`config.mk`:
```
export PLATFORM = sky130hd
export DESIGN_NAME = nmea_talker_rewrite_checksum_top
export DESIGN_NICKNAME = d
export VERILOG_FILES = /design/src/nmea_trw_pkg.sv /design/src/nmea_talker_rewrite_checksum_top.sv /design/src/nmea_trw_step.sv
export VERILOG_INCLUDE_DIRS = /design/src /design/src/src
export SDC_FILE = /design/constraint.sdc
export NUM_CORES = 1
export LEC_CHECK = 0
export ABC_CLOCK_PERIOD_IN_PS = 2930
export BUFFER_PORTS_ARGS = -buffer_cell sky130_fd_sc_hd__buf_4
export CORE_ASPECT_RATIO = 1.25
export CORE_MARGIN = 3
export CORE_UTILIZATION = 40
export DETAILED_ROUTE_END_ITERATION = 16
export SYNTH_ARGS = -nofsm -noshare
export SYNTH_HDL_FRONTEND = slang
export SYNTH_SLANG_ARGS = --single-unit
```
`constraint.sdc`:
```
create_clock -name clk -period 2.93 [get_ports clk]
set_input_delay 0.1465 -clock clk [delete_from_list [all_inputs] [get_ports clk]]
set_output_delay 0.1465 -clock clk [all_outputs]
set_load 0.01 [all_outputs]
```
`src/nmea_talker_rewrite_checksum_top_defines.svh`:
```
// Assertion macros shared by the talker rewrite block.
// Each macro expects signals named clk and rst_n in the calling scope.
`ifndef NMEA_TALKER_REWRITE_CHECKSUM_TOP_DEFINES_SVH
`define NMEA_TALKER_REWRITE_CHECKSUM_TOP_DEFINES_SVH

// Implication checked on the next clock edge.
`define NTR_ASSERT_NEXT(lbl, ante, cons, msg) \
  lbl: assert property (@(posedge clk) disable iff (!rst_n) (ante) |=> (cons)) \
    else $error(msg);

// Implication checked on the same clock edge.
`define NTR_ASSERT_SAME(lbl, ante, cons, msg) \
  lbl: assert property (@(posedge clk) disable iff (!rst_n) (ante) |-> (cons)) \
    else $error(msg);

`endif

```
`src/nmea_trw_pkg.sv`:
```
// Package for the NMEA talker rewrite block: character codes, phase codes,
// state and step types, and the hex digit function. Depends on nothing.
`timescale 1ns / 1ps

package nmea_trw_pkg;

  localparam logic [7:0] CH_DOLLAR = 8'h24;
  localparam logic [7:0] CH_STAR   = 8'h2A;
  localparam logic [7:0] CH_G      = 8'h47;
  localparam logic [7:0] CH_L      = 8'h4C;
  localparam logic [7:0] CH_B      = 8'h42;
  localparam logic [7:0] CH_D      = 8'h44;
  localparam logic [7:0] CH_N      = 8'h4E;
  localparam logic [7:0] CH_P      = 8'h50;

  localparam logic [2:0] PH_IDLE  = 3'd0;
  localparam logic [2:0] PH_TALK1 = 3'd1;
  localparam logic [2:0] PH_TALK2 = 3'd2;
  localparam logic [2:0] PH_BODY  = 3'd3;
  localparam logic [2:0] PH_CK1   = 3'd4;
  localparam logic [2:0] PH_CK2   = 3'd5;

  localparam logic REG_SRC_MASK = 1'b0;
  localparam logic REG_HEX_UPPER = 1'b1;

  localparam logic [2:0] SRC_MASK_RST = 3'd7;

  typedef struct packed {
    logic [2:0] phase;
    logic [7:0] held_char;
    logic       rewriting;
    logic [7:0] running_xor;
  } trw_state_t;

  typedef struct packed {
    logic [1:0] count;
    logic [7:0] byte0;
    logic [7:0] byte1;
  } trw_words_t;

  function automatic logic [7:0] hex_digit(input logic [3:0] nib, input logic upper);
    logic [7:0] base;
    base = upper ? 8'h41 : 8'h61;
    if (nib < 4'd10) begin
      hex_digit = 8'h30 + {4'h0, nib};
    end else begin
      hex_digit = base + {4'h0, nib} - 8'd10;
    end
  endfunction

endpackage

```
`src/nmea_talker_rewrite_checksum_top.sv`:
```
// A byte in the input register is processed when the result register is free
// or the byte yields no word; processing loads its first word onto the output.
// Throughput: one input byte per cycle while each byte yields at most one word
// and out_ready is high; a two-word byte holds the result until both are taken.
// Reset (synchronous, rst_n low) empties both stages, returns the parser to
// idle with a cleared checksum, and restores the register defaults.
`timescale 1ns / 1ps
`include "nmea_talker_rewrite_checksum_top_defines.svh"

module nmea_talker_rewrite_checksum_top (
  input  logic        clk,
  input  logic        rst_n,
  input  logic        in_valid,
  output logic        in_ready,
  input  logic [7:0]  in_byte,
  output logic        out_valid,
  input  logic        out_ready,
  output logic [7:0]  out_byte,
  output logic        out_run_last,
  input  logic        psel,
  input  logic        penable,
  input  logic        pwrite,
  input  logic [2:0]  paddr,
  input  logic [31:0] pwdata,
  output logic [31:0] prdata,
  output logic        pready
);

  logic [2:0]               src_mask_r;
  logic                     hex_upper_r;
  logic                     in_valid_r;
  logic [7:0]               in_byte_r;
  nmea_trw_pkg::trw_state_t st_r;
  nmea_trw_pkg::trw_state_t st_nxt;
  nmea_trw_pkg::trw_words_t step_words;
  logic [1:0]               res_cnt_r;
  logic [7:0]               res_b0_r;
  logic [7:0]               res_b1_r;
  logic                     out_fire;
  logic                     res_free;
  logic                     advance;
  logic                     cfg_write;

  assign pready = 1'b1;
  assign cfg_write = psel & penable & pwrite & pready;

  always_comb begin
    prdata = 32'h0;
    unique case (paddr[2])
      nmea_trw_pkg::REG_SRC_MASK:  prdata = {29'h0, src_mask_r};
      nmea_trw_pkg::REG_HEX_UPPER: prdata = {31'h0, hex_upper_r};
      default:                     prdata = 32'h0;
    endcase
  end

  always_ff @(posedge clk) begin
    if (!rst_n) begin
      src_mask_r <= nmea_trw_pkg::SRC_MASK_RST;
      hex_upper_r <= 1'b0;
    end else if (cfg_write) begin
      if (paddr[2] == nmea_trw_pkg::REG_SRC_MASK) begin
        src_mask_r <= pwdata[2:0];
      end else begin
        hex_upper_r <= pwdata[0];
      end
    end
  end

  nmea_trw_step u_step (
    .cur       (st_r),
    .data      (in_byte_r),
    .src_mask  (src_mask_r),
    .hex_upper (hex_upper_r),
    .nxt       (st_nxt),
    .words     (step_words)
  );

  assign out_valid = (res_cnt_r != 2'd0);
  assign out_byte = res_b0_r;
  assign out_run_last = (res_cnt_r == 2'd1);
  assign out_fire = out_valid & out_ready;
  assign res_free = (res_cnt_r == 2'd0) || ((res_cnt_r == 2'd1) && out_ready);
  assign advance = in_valid_r && (res_free || (step_words.count == 2'd0));
  assign in_ready = !in_valid_r || advance;

  always_ff @(posedge clk) begin
    if (!rst_n) begin
      in_valid_r <= 1'b0;
    end else if (in_ready) begin
      in_valid_r <= in_valid;
    end
  end

  always_ff @(posedge clk) begin
    if (in_ready && in_valid) begin
      in_byte_r <= in_byte;
    end
  end

  always_ff @(posedge clk) begin
    if (!rst_n) begin
      st_r <= '0;
    end else if (advance) begin
      st_r <= st_nxt;
    end
  end

  always_ff @(posedge clk) begin
    if (!rst_n) begin
      res_cnt_r <= 2'd0;
    end else if (advance && (step_words.count != 2'd0)) begin
      res_cnt_r <= step_words.count;
    end else if (out_fire) begin
      res_cnt_r <= res_cnt_r - 2'd1;
    end
  end

  always_ff @(posedge clk) begin
    if (advance && (step_words.count != 2'd0)) begin
      res_b0_r <= step_words.byte0;
      res_b1_r <= step_words.byte1;
    end else if (out_fire) begin
      res_b0_r <= res_b1_r;
    end
  end

  `NTR_ASSERT_NEXT(a_second_word, out_fire && (res_cnt_r == 2'd2),
    (res_cnt_r == 2'd1) && (out_byte == $past(res_b1_r)), "second word lost after shift")
  `NTR_ASSERT_NEXT(a_step_loads, advance && (step_words.count != 2'd0),
    out_valid, "processed byte produced no word")
  `NTR_ASSERT_NEXT(a_input_holds, in_valid_r && !advance,
    in_valid_r && $stable(in_byte_r), "stalled input stage changed")
  `NTR_ASSERT_SAME(a_no_overwrite, advance && (step_words.count != 2'd0),
    (res_cnt_r == 2'd0) || ((res_cnt_r == 2'd1) && out_fire), "result overwritten")

endmodule

```
`src/nmea_trw_step.sv`:
```
// Next-state and result logic for one stream byte of the talker rewrite.
// Depends on nmea_trw_pkg for codes, types and the hex digit function.
`timescale 1ns / 1ps

module nmea_trw_step (
  input  nmea_trw_pkg::trw_state_t cur,
  input  logic [7:0]               data,
  input  logic [2:0]               src_mask,
  input  logic                     hex_upper,
  output nmea_trw_pkg::trw_state_t nxt,
  output nmea_trw_pkg::trw_words_t words
);

  logic       rw;
  logic [7:0] c0;
  logic [7:0] c1;

  always_comb begin
    rw = ((cur.held_char == nmea_trw_pkg::CH_G) && (data == nmea_trw_pkg::CH_L) && src_mask[0])
      || ((cur.held_char == nmea_trw_pkg::CH_B) && (data == nmea_trw_pkg::CH_D) && src_mask[1])
      || ((cur.held_char == nmea_trw_pkg::CH_G) && (data == nmea_trw_pkg::CH_N) && src_mask[2]);
    c0 = rw ? nmea_trw_pkg::CH_G : cur.held_char;
    c1 = rw ? nmea_trw_pkg::CH_P : data;
  end

  always_comb begin
    nxt = cur;
    words.count = 2'd1;
    words.byte0 = data;
    words.byte1 = data;
    if (data == nmea_trw_pkg::CH_DOLLAR) begin
      if (cur.phase == nmea_trw_pkg::PH_TALK2) begin
        words.count = 2'd2;
        words.byte0 = cur.held_char;
      end
      nxt.phase = nmea_trw_pkg::PH_TALK1;
      nxt.running_xor = 8'h00;
      nxt.rewriting = 1'b0;
      nxt.held_char = 8'h00;
    end else begin
      unique case (cur.phase)
        nmea_trw_pkg::PH_TALK1: begin
          if (data == nmea_trw_pkg::CH_STAR) begin
            nxt.phase = nmea_trw_pkg::PH_CK1;
          end else begin
            words.count = 2'd0;
            nxt.held_char = data;
            nxt.phase = nmea_trw_pkg::PH_TALK2;
          end
        end
        nmea_trw_pkg::PH_TALK2: begin
          words.count = 2'd2;
          if (data == nmea_trw_pkg::CH_STAR) begin
            words.byte0 = cur.held_char;
            nxt.running_xor = cur.running_xor ^ cur.held_char;
            nxt.phase = nmea_trw_pkg::PH_CK1;
          end else begin
            words.byte0 = c0;
            words.byte1 = c1;
            nxt.running_xor = cur.running_xor ^ c0 ^ c1;
            nxt.rewriting = rw;
            nxt.phase = nmea_trw_pkg::PH_BODY;
          end
        end
        nmea_trw_pkg::PH_BODY: begin
          if (data == nmea_trw_pkg::CH_STAR) begin
            nxt.phase = nmea_trw_pkg::PH_CK1;
          end else begin
            nxt.running_xor = cur.running_xor ^ data;
          end
        end
        nmea_trw_pkg::PH_CK1: begin
          if (cur.rewriting) begin
            words.byte0 = nmea_trw_pkg::hex_digit(cur.running_xor[7:4], hex_upper);
          end
          nxt.phase = nmea_trw_pkg::PH_CK2;
        end
        nmea_trw_pkg::PH_CK2: begin
          if (cur.rewriting) begin
            words.byte0 = nmea_trw_pkg::hex_digit(cur.running_xor[3:0], hex_upper);
          end
          nxt.phase = nmea_trw_pkg::PH_IDLE;
        end
        default: begin
          nxt.phase = nmea_trw_pkg::PH_IDLE;
        end
      endcase
    end
  end

endmodule

```
* Word-level counts from Yosys, hierarchy flattened *
Index checks and enable logic that the tools add are counted.

operators by class
  $add $sub $neg = 7
  bitwise logic cells = 8
  div/mod/pow operators = 0
  multiplexer cells = 33
  reduce and logical (&&, ||, !) cells = 30
  equal/unequal tests = 16
  multiply operators = 0
  shift-type cells = 0
  order comparisons = 2

operators by type and width
  operator                                                             number
  8-bit 2-to-1 mux                                                     16
  32-bit one-hot mux with 2 select lines                               1
  8-bit by 7-bit == test with 1-bit output (second input constant)     5
  8-bit XOR                                                            4
  8-bit one-hot mux with 3 select lines                                1
  10-bit 2-to-1 mux                                                    2
  20-bit 2-to-1 mux                                                    1
  8-bit by 4-bit adder with 8-bit output                               2
  8-bit by 6-bit == test with 1-bit output (second input constant)     2
  8-bit one-hot mux with 2 select lines                                1
  8-bit by 4-bit subtractor with 8-bit output (second input constant)  2
  6-bit by 4-bit adder with 7-bit output (first input constant)        2
  3-bit one-hot mux with 4 select lines                                1
  1-bit logical AND                                                    10
  2-bit nonzero test                                                   5
  3-bit 2-to-1 mux                                                     3
  3-bit AND reduction                                                  3
  4-bit < comparator (second input constant)                           2
  3-bit by 2-bit == test with 1-bit output (second input constant)     2
  3-bit == test (second input constant)                                2
  6-bit 2-to-1 mux                                                     1
  2-bit AND reduction                                                  3
  1-bit logical OR                                                     5
  2-bit zero test                                                      2
  other kinds (13)                                                     18

word-level totals
  bits in latches = 0
  logic and storage cells = 107
  RAM bits = 0
  ROM bits = 0
  memories = 0
  register bits = 51
  input bits = 50

* Depth between registers and ports, before layout *
  depth after elaboration = 14
  gate-level depth with buffers = 9
  mapped depth without buffers = 8

* Cells and area by module *
From an unflattened synthesis, not the netlist that was laid out.

second synthesis, totals
  cells, all modules = 430
  area total of the unflattened synthesis = 3717.3 um^2

by module, submodules not included
  module                            cells an instance  seq. area each (um^2)  area an instance (um^2)  instances
  nmea_talker_rewrite_checksum_top  195                1261.2                 2293.4                   1
  nmea_trw_step                     235                0.0                    1423.9                   1

* Least setup slack after synthesis *
No wires, ideal clock.

  path type = register to register
  start = reg in_byte_r[3]
  end = reg res_b0_r[0], in the netlist out_byte[0], data pin
  required time = 2778 ps
  arrival = 1995 ps
  library setup time = 152 ps
  stages on the path, launching flop included = 7
  period minus slack after synthesis = 2146 ps
  setup slack = 784 ps
  cell sequence = edfxtp_1 -> buf_2 -> or4b_4 -> a221oi_4 -> nand3_1 -> a31o_1 -> a31oi_1

between the ends
  cells in the longest elaborated chain, start to end = 10
  elaborated cells on any way between the ends = 25
  classes of those cells = eq/ne (5); mux (7); reduce/logical (13)

ends and longest elaborated chain
  element                                                             line                                      text
  from (decl)                                                         nmea_talker_rewrite_checksum_top.sv:32    logic [7:0] in_byte_r;
  from (signal assigned)                                              nmea_talker_rewrite_checksum_top.sv:96    in_byte_r <= in_byte;
  8-bit by 7-bit == test with 1-bit output, on equally long branches  nmea_trw_step.sv:19, nmea_trw_step.sv:20
  1-bit logical AND, on equally long branches (2 in series)           nmea_trw_step.sv:19, nmea_trw_step.sv:20
  1-bit logical OR                                                    nmea_trw_step.sv:20                       || ((cur.held_char == nmea_trw_pkg::CH_B) && (data == nmea_trw_pkg::CH_D) && src_mask[1])
  1-bit logical OR                                                    nmea_trw_step.sv:21                       || ((cur.held_char == nmea_trw_pkg::CH_G) && (data == nmea_trw_pkg::CH_N) && src_mask[2]);
  8-bit 2-to-1 mux                                                    nmea_trw_step.sv:22                       c0 = rw ? nmea_trw_pkg::CH_G : cur.held_char;
  8-bit 2-to-1 mux                                                    nmea_trw_step.sv:53                       if (data == nmea_trw_pkg::CH_STAR) begin
  8-bit one-hot mux with 3 select lines                               nmea_trw_step.sv:41                       unique case (cur.phase)
  10-bit 2-to-1 mux (*)                                               nmea_trw_step.sv:31                       if (data == nmea_trw_pkg::CH_DOLLAR) begin
  8-bit 2-to-1 mux (*)                                                nmea_talker_rewrite_checksum_top.sv:119   if (advance && (step_words.count != 2'd0)) begin
  to (signal assigned)                                                nmea_talker_rewrite_checksum_top.sv:120   res_b0_r <= step_words.byte0;
  to (signal assigned)                                                nmea_talker_rewrite_checksum_top.sv:123   res_b0_r <= res_b1_r;
  to (decl)                                                           nmea_talker_rewrite_checksum_top.sv:37    logic [7:0] res_b0_r;

Every way passes the cells marked *; elsewhere a longest branch is shown, timed or not.
A chain may end at the register's enable or synchronous reset.

* Worst setup path after layout *
  start = reg in_byte_r[0]
  end = reg st_r[0] (netlist bit)

between the ends
  cells in the longest elaborated chain, start to end = 11
  elaborated cells on any way between the ends = 31
  classes of those cells = eq/ne (6); mux (9); bitwise (3); reduce/logical (13)

ends and longest elaborated chain
  element                                                             line                                      text
  8-bit by 7-bit == test with 1-bit output, on equally long branches  nmea_trw_step.sv:19, nmea_trw_step.sv:20
  1-bit logical AND, on equally long branches (2 in series)           nmea_trw_step.sv:19, nmea_trw_step.sv:20
  1-bit logical OR                                                    nmea_trw_step.sv:20
  1-bit logical OR                                                    nmea_trw_step.sv:21
  8-bit 2-to-1 mux                                                    nmea_trw_step.sv:22
  8-bit XOR (2 in series)                                             nmea_trw_step.sv:60                       nxt.running_xor = cur.running_xor ^ c0 ^ c1;
  8-bit 2-to-1 mux                                                    nmea_trw_step.sv:53
  8-bit one-hot mux with 2 select lines                               nmea_trw_step.sv:41
  20-bit 2-to-1 mux                                                   nmea_trw_step.sv:31
  to (signal assigned)                                                nmea_talker_rewrite_checksum_top.sv:104   st_r <= st_nxt;
  to (decl)                                                           nmea_talker_rewrite_checksum_top.sv:33    nmea_trw_pkg::trw_state_t st_r;

Parallel ways exist; a longest one is shown, timed or not. The select of a mux whose other input is x is not followed.

==> results.md <==
CTS:
- The clock tree from TritonCTS is yes.
- Counting along the longest clock path gives a buffer depth of 2.
- The CTS H-tree depth is 2.
- The clock-pin slew on the worst setup and hold paths is 0.11 ns.
- The clock root buffer master is clkbuf_8.
- The tree built by TritonCTS fans out to 51 sinks.
- The later pin in the worst-skew pair is clocked with a latency of 0.32 ns.
- Clock tree synthesis inserted a total of 5 buffers.
- Post-CTS timing repair inserted 0 buffers for setup.

Drt:
- The routed layout has 2796 vias.
- The antenna violation net count after detailed routing is 0.
- The post-detailed-route wirelength per cell is between 15 and 20 µm.
- The average vias per placed instance is about 5.5.
- The detailed router's first-iteration violation count is 149.
- After detailed routing, the total wire length is around 8 mm.
- The post-route DRC violation count is 0.
- The first-pass iteration count of the detailed router is 4.

Global route:
- The global router's overall resource usage is approximately 18%.
- The maximum number of pins on one net before global-route repair is 28.
- After global routing the overflow that remains totals 0.
- The first global-routing pass estimated 13.2 mm of wire.
- The via count of the first global-routing pass is roughly 2600.
- The initial antenna violation count came to 0.

STA:
- The number of failing hold endpoints at the final stage is 0.
- For the pin with the worst max-slew slack, the measured transition is 0.580 ns.
- The worst max-slew margin expressed relative to the limit is 61.0%.
- Timing would allow up to roughly 0.4 GHz.
- The number of pins exceeding their max-slew limit in the final report came to 0.
- The post-route fraction of the period consumed by the critical path is between 80 and 90%.
- Setup repair after global routing left no endpoint under its margin.
- The setup TNS is 0 ns.
- The worst clock skew is approximately 0.014 ns.
- After layout, the minimum clock period comes to 2.56 ns.
- The final number of setup-violating endpoints is 0.

Layout:
- The net count reported at finish is about 470.
- The fraction of final layout cells with drive strength greater than 1 is between 10 and 15%.
- The relative area change from synthesis to final layout is 10.4%.
- 0 antenna diodes ended up in the layout.

Critical path:
- The critical path arrival is 2.81 ns.
- The classification of the worst setup path is reg -> reg.
- Traced cell by cell, the critical path runs through or3_4, or3_4, o22ai_2, or2_1, o221ai_1, a41oi_1.
- In this run the worst path has a maximum fanout of 12.
- Among all stages on the critical path, the largest delay is contributed by edfxtp_1.
- In this design, the critical path's most frequently occurring cell is or3_4.
- The worst setup path is launched from a flip-flop.
- On the worst path, the slowest cell contributes a delay of 0.59 ns.
- The capturing element type of the critical path is a flip-flop.
- Data on the critical path is required at its endpoint by 3.18 ns.

Synth:
- The sequential share of the synthesized area is between 30% and 40%.
- The cell area that synthesis handed to floorplanning was 3380 µm².
- The most common cell in the netlist is buf_4.
- The total of flip-flops plus latches after synthesis is a little over 50.
- The commonest cells after synthesis are buf_4 (31), dfxtp_1 (27), nand2_1 (26), o21ai_0 (26), nor2_1 (25).
- The post-synthesis cell count is 389.
- Yosys mapped the design onto 67 distinct sky130hd cell types.
- Ranked by total cell area, the synthesized netlist is headed by edfxtp_1 (21%), dfxtp_1 (16%), buf_4 (6.9%), nor2b_1 (3.9%), o21ai_0 (3.8%).
- Among all flip-flop cells after synthesis, the most frequent one is dfxtp_1.
- The post-synthesis average cell area is just under 9 µm².
- Of the post-synthesis cell area, the dominant cell type holds 21.3%.
- Yosys printed 0 warnings.
- The synthesized design contains 24 enable-type register cells.
- The fraction of registers with async set/reset is 0%.
- The synthesized design spends more area on one cell type than any other, namely edfxtp_1.

Power and ir drop:
- In this run the power density over the cells is 430 nW/µm².
- Across the VDD grid, the largest voltage drop is 0.257 mV.
- The total power is 1.60 mW.
- The total leakage power is 1.41 nW.

Run status:
- The run finished with clean final reports.

Die:
- The die outline area is ~9600 µm².
- The core footprint is 8020 µm².
- The die width is between 80 and 90 µm.
- In this run the vertical extent of the chip is 109 µm.
- The starting utilization of the core area is 42.2%.
- For this design the top-level I/O count stands at 94.
- The number of cell rows is 36.

Placed design:
- Buffers placed on the I/O ports in this run total 32.
- At the end of routability-driven placement, the weighted congestion stood at 0.887.
- Detailed placement finished with a half-perimeter wire length of 5.88 mm.

Worst hold path:
- The path class of the tightest hold or removal check is in -> reg.

Flow run:
- The max-capacitance violation count is 0.
## sequential cells by signal, indices dropped and copies added (netlist names)
name / cells
st_r: 20
res_b1_r: 8
src_mask_r: 3
res_cnt_r: 2
hex_upper_r: 1
in_byte_r: 8
out_byte: 8
in_valid_r: 1
## routing by layer
layer / up-vias / track usage [%] / share of wire, %
met5: - / 0 / 0
met4: 0 / 8.42 / 2.6
met3: 13 / 2.42 / 6.8
met2: 106 / 28.2 / 47
met1: 1298 / 23.9 / 43
li1: 1379 / - / -
## metrics by stage
step	std cells	util (%)	hold WS (ns)	cell area [µm²]	worst slack (ns)
after global routing	509	46.5	0.0449	3730	0.178
after floorplan	417	-	0.245	3490	0.784
final	509	46.5	0.0439	3730	0.367
after CTS	505	46.0	0.000214	3690	0.379
after global placement	493	44.4	0.324	3560	0.410
after detailed placement	493	44.4	0.326	3560	0.395
## final timing paths
path	depth (start not counted)	start	end	slack, ns
worst max-delay path	6	in_byte_r[0]	st_r[0]	0.37
worst min-delay path	3	pwdata[1]	src_mask_r[1]	0.04
worst max register to register	6	in_byte_r[0]	st_r[0]	0.37
worst min register to register	2	st_r[5]	st_r[5]	0.51
## cell type report
class | instances | area, µm²
Clock buffer | 5 | 68.8
Timing Repair Buffer | 51 | 403
Inverter | 10 | 37.5
Fill cell | 752 | 4290
Clock inverter | 3 | 22.5
Multi-Input combinational cell | 294 | 1820
Tap cell | 95 | 119
Sequential cell | 51 | 1260
## worst max-delay path, delay by kind of cell, from the launching register on
| family | cells | cell delay, ns |
|---|---|---|
| compound gates | 3 | 0.56 |
| simple gates | 3 | 1.35 |
| flops | 1 | 0.59 |
## power by group
group | internal, mW | switching (mW) | leakage, nW | total [mW]
Clock | 0.174 | 0.261 | 0.0489 | 0.435
Sequential | 0.816 | 0.0422 | 0.446 | 0.859
Combinational | 0.142 | 0.167 | 0.915 | 0.309
Total | 1.13 | 0.471 | 1.41 | 1.60
## timing repair
action,CTS,global route
hold buffers,4,4
resized for setup,0,0
hold endpoints to repair,4,4
## cells in the final DEF, fill, tap and decap left out, types with 9 or more instances in the layout
| cell | instances |
|---|---|
| dfxtp_1 | 27 |
| inv_1 | 10 |
| nor2b_1 | 21 |
| buf_4 | 43 |
| o21ai_0 | 26 |
| a21oi_1 | 23 |
| nand2_1 | 26 |
| nor2_1 | 25 |
| nor3_1 | 11 |
| edfxtp_1 | 24 |
| mux2i_1 | 10 |
| a31oi_1 | 9 |
| conb_1 | 30 |
## cells by family (layout without fill, tap and decap cells)
logic type	Yosys count	count (layout)	share of synthesized area, %
and+or+nand+nor	136	136	22.4
AOI/OAI and AO/OA	103	103	20.5
buffers and inverters	72	69	12.1
DFF	51	51	37.3
muxes	12	12	3.63
xor gates and xnor gates	9	9	2.33
adders and majority gates	4	4	1.48
other	2	30	0.222
No activity file was read; power rests on OpenSTA's default activity.
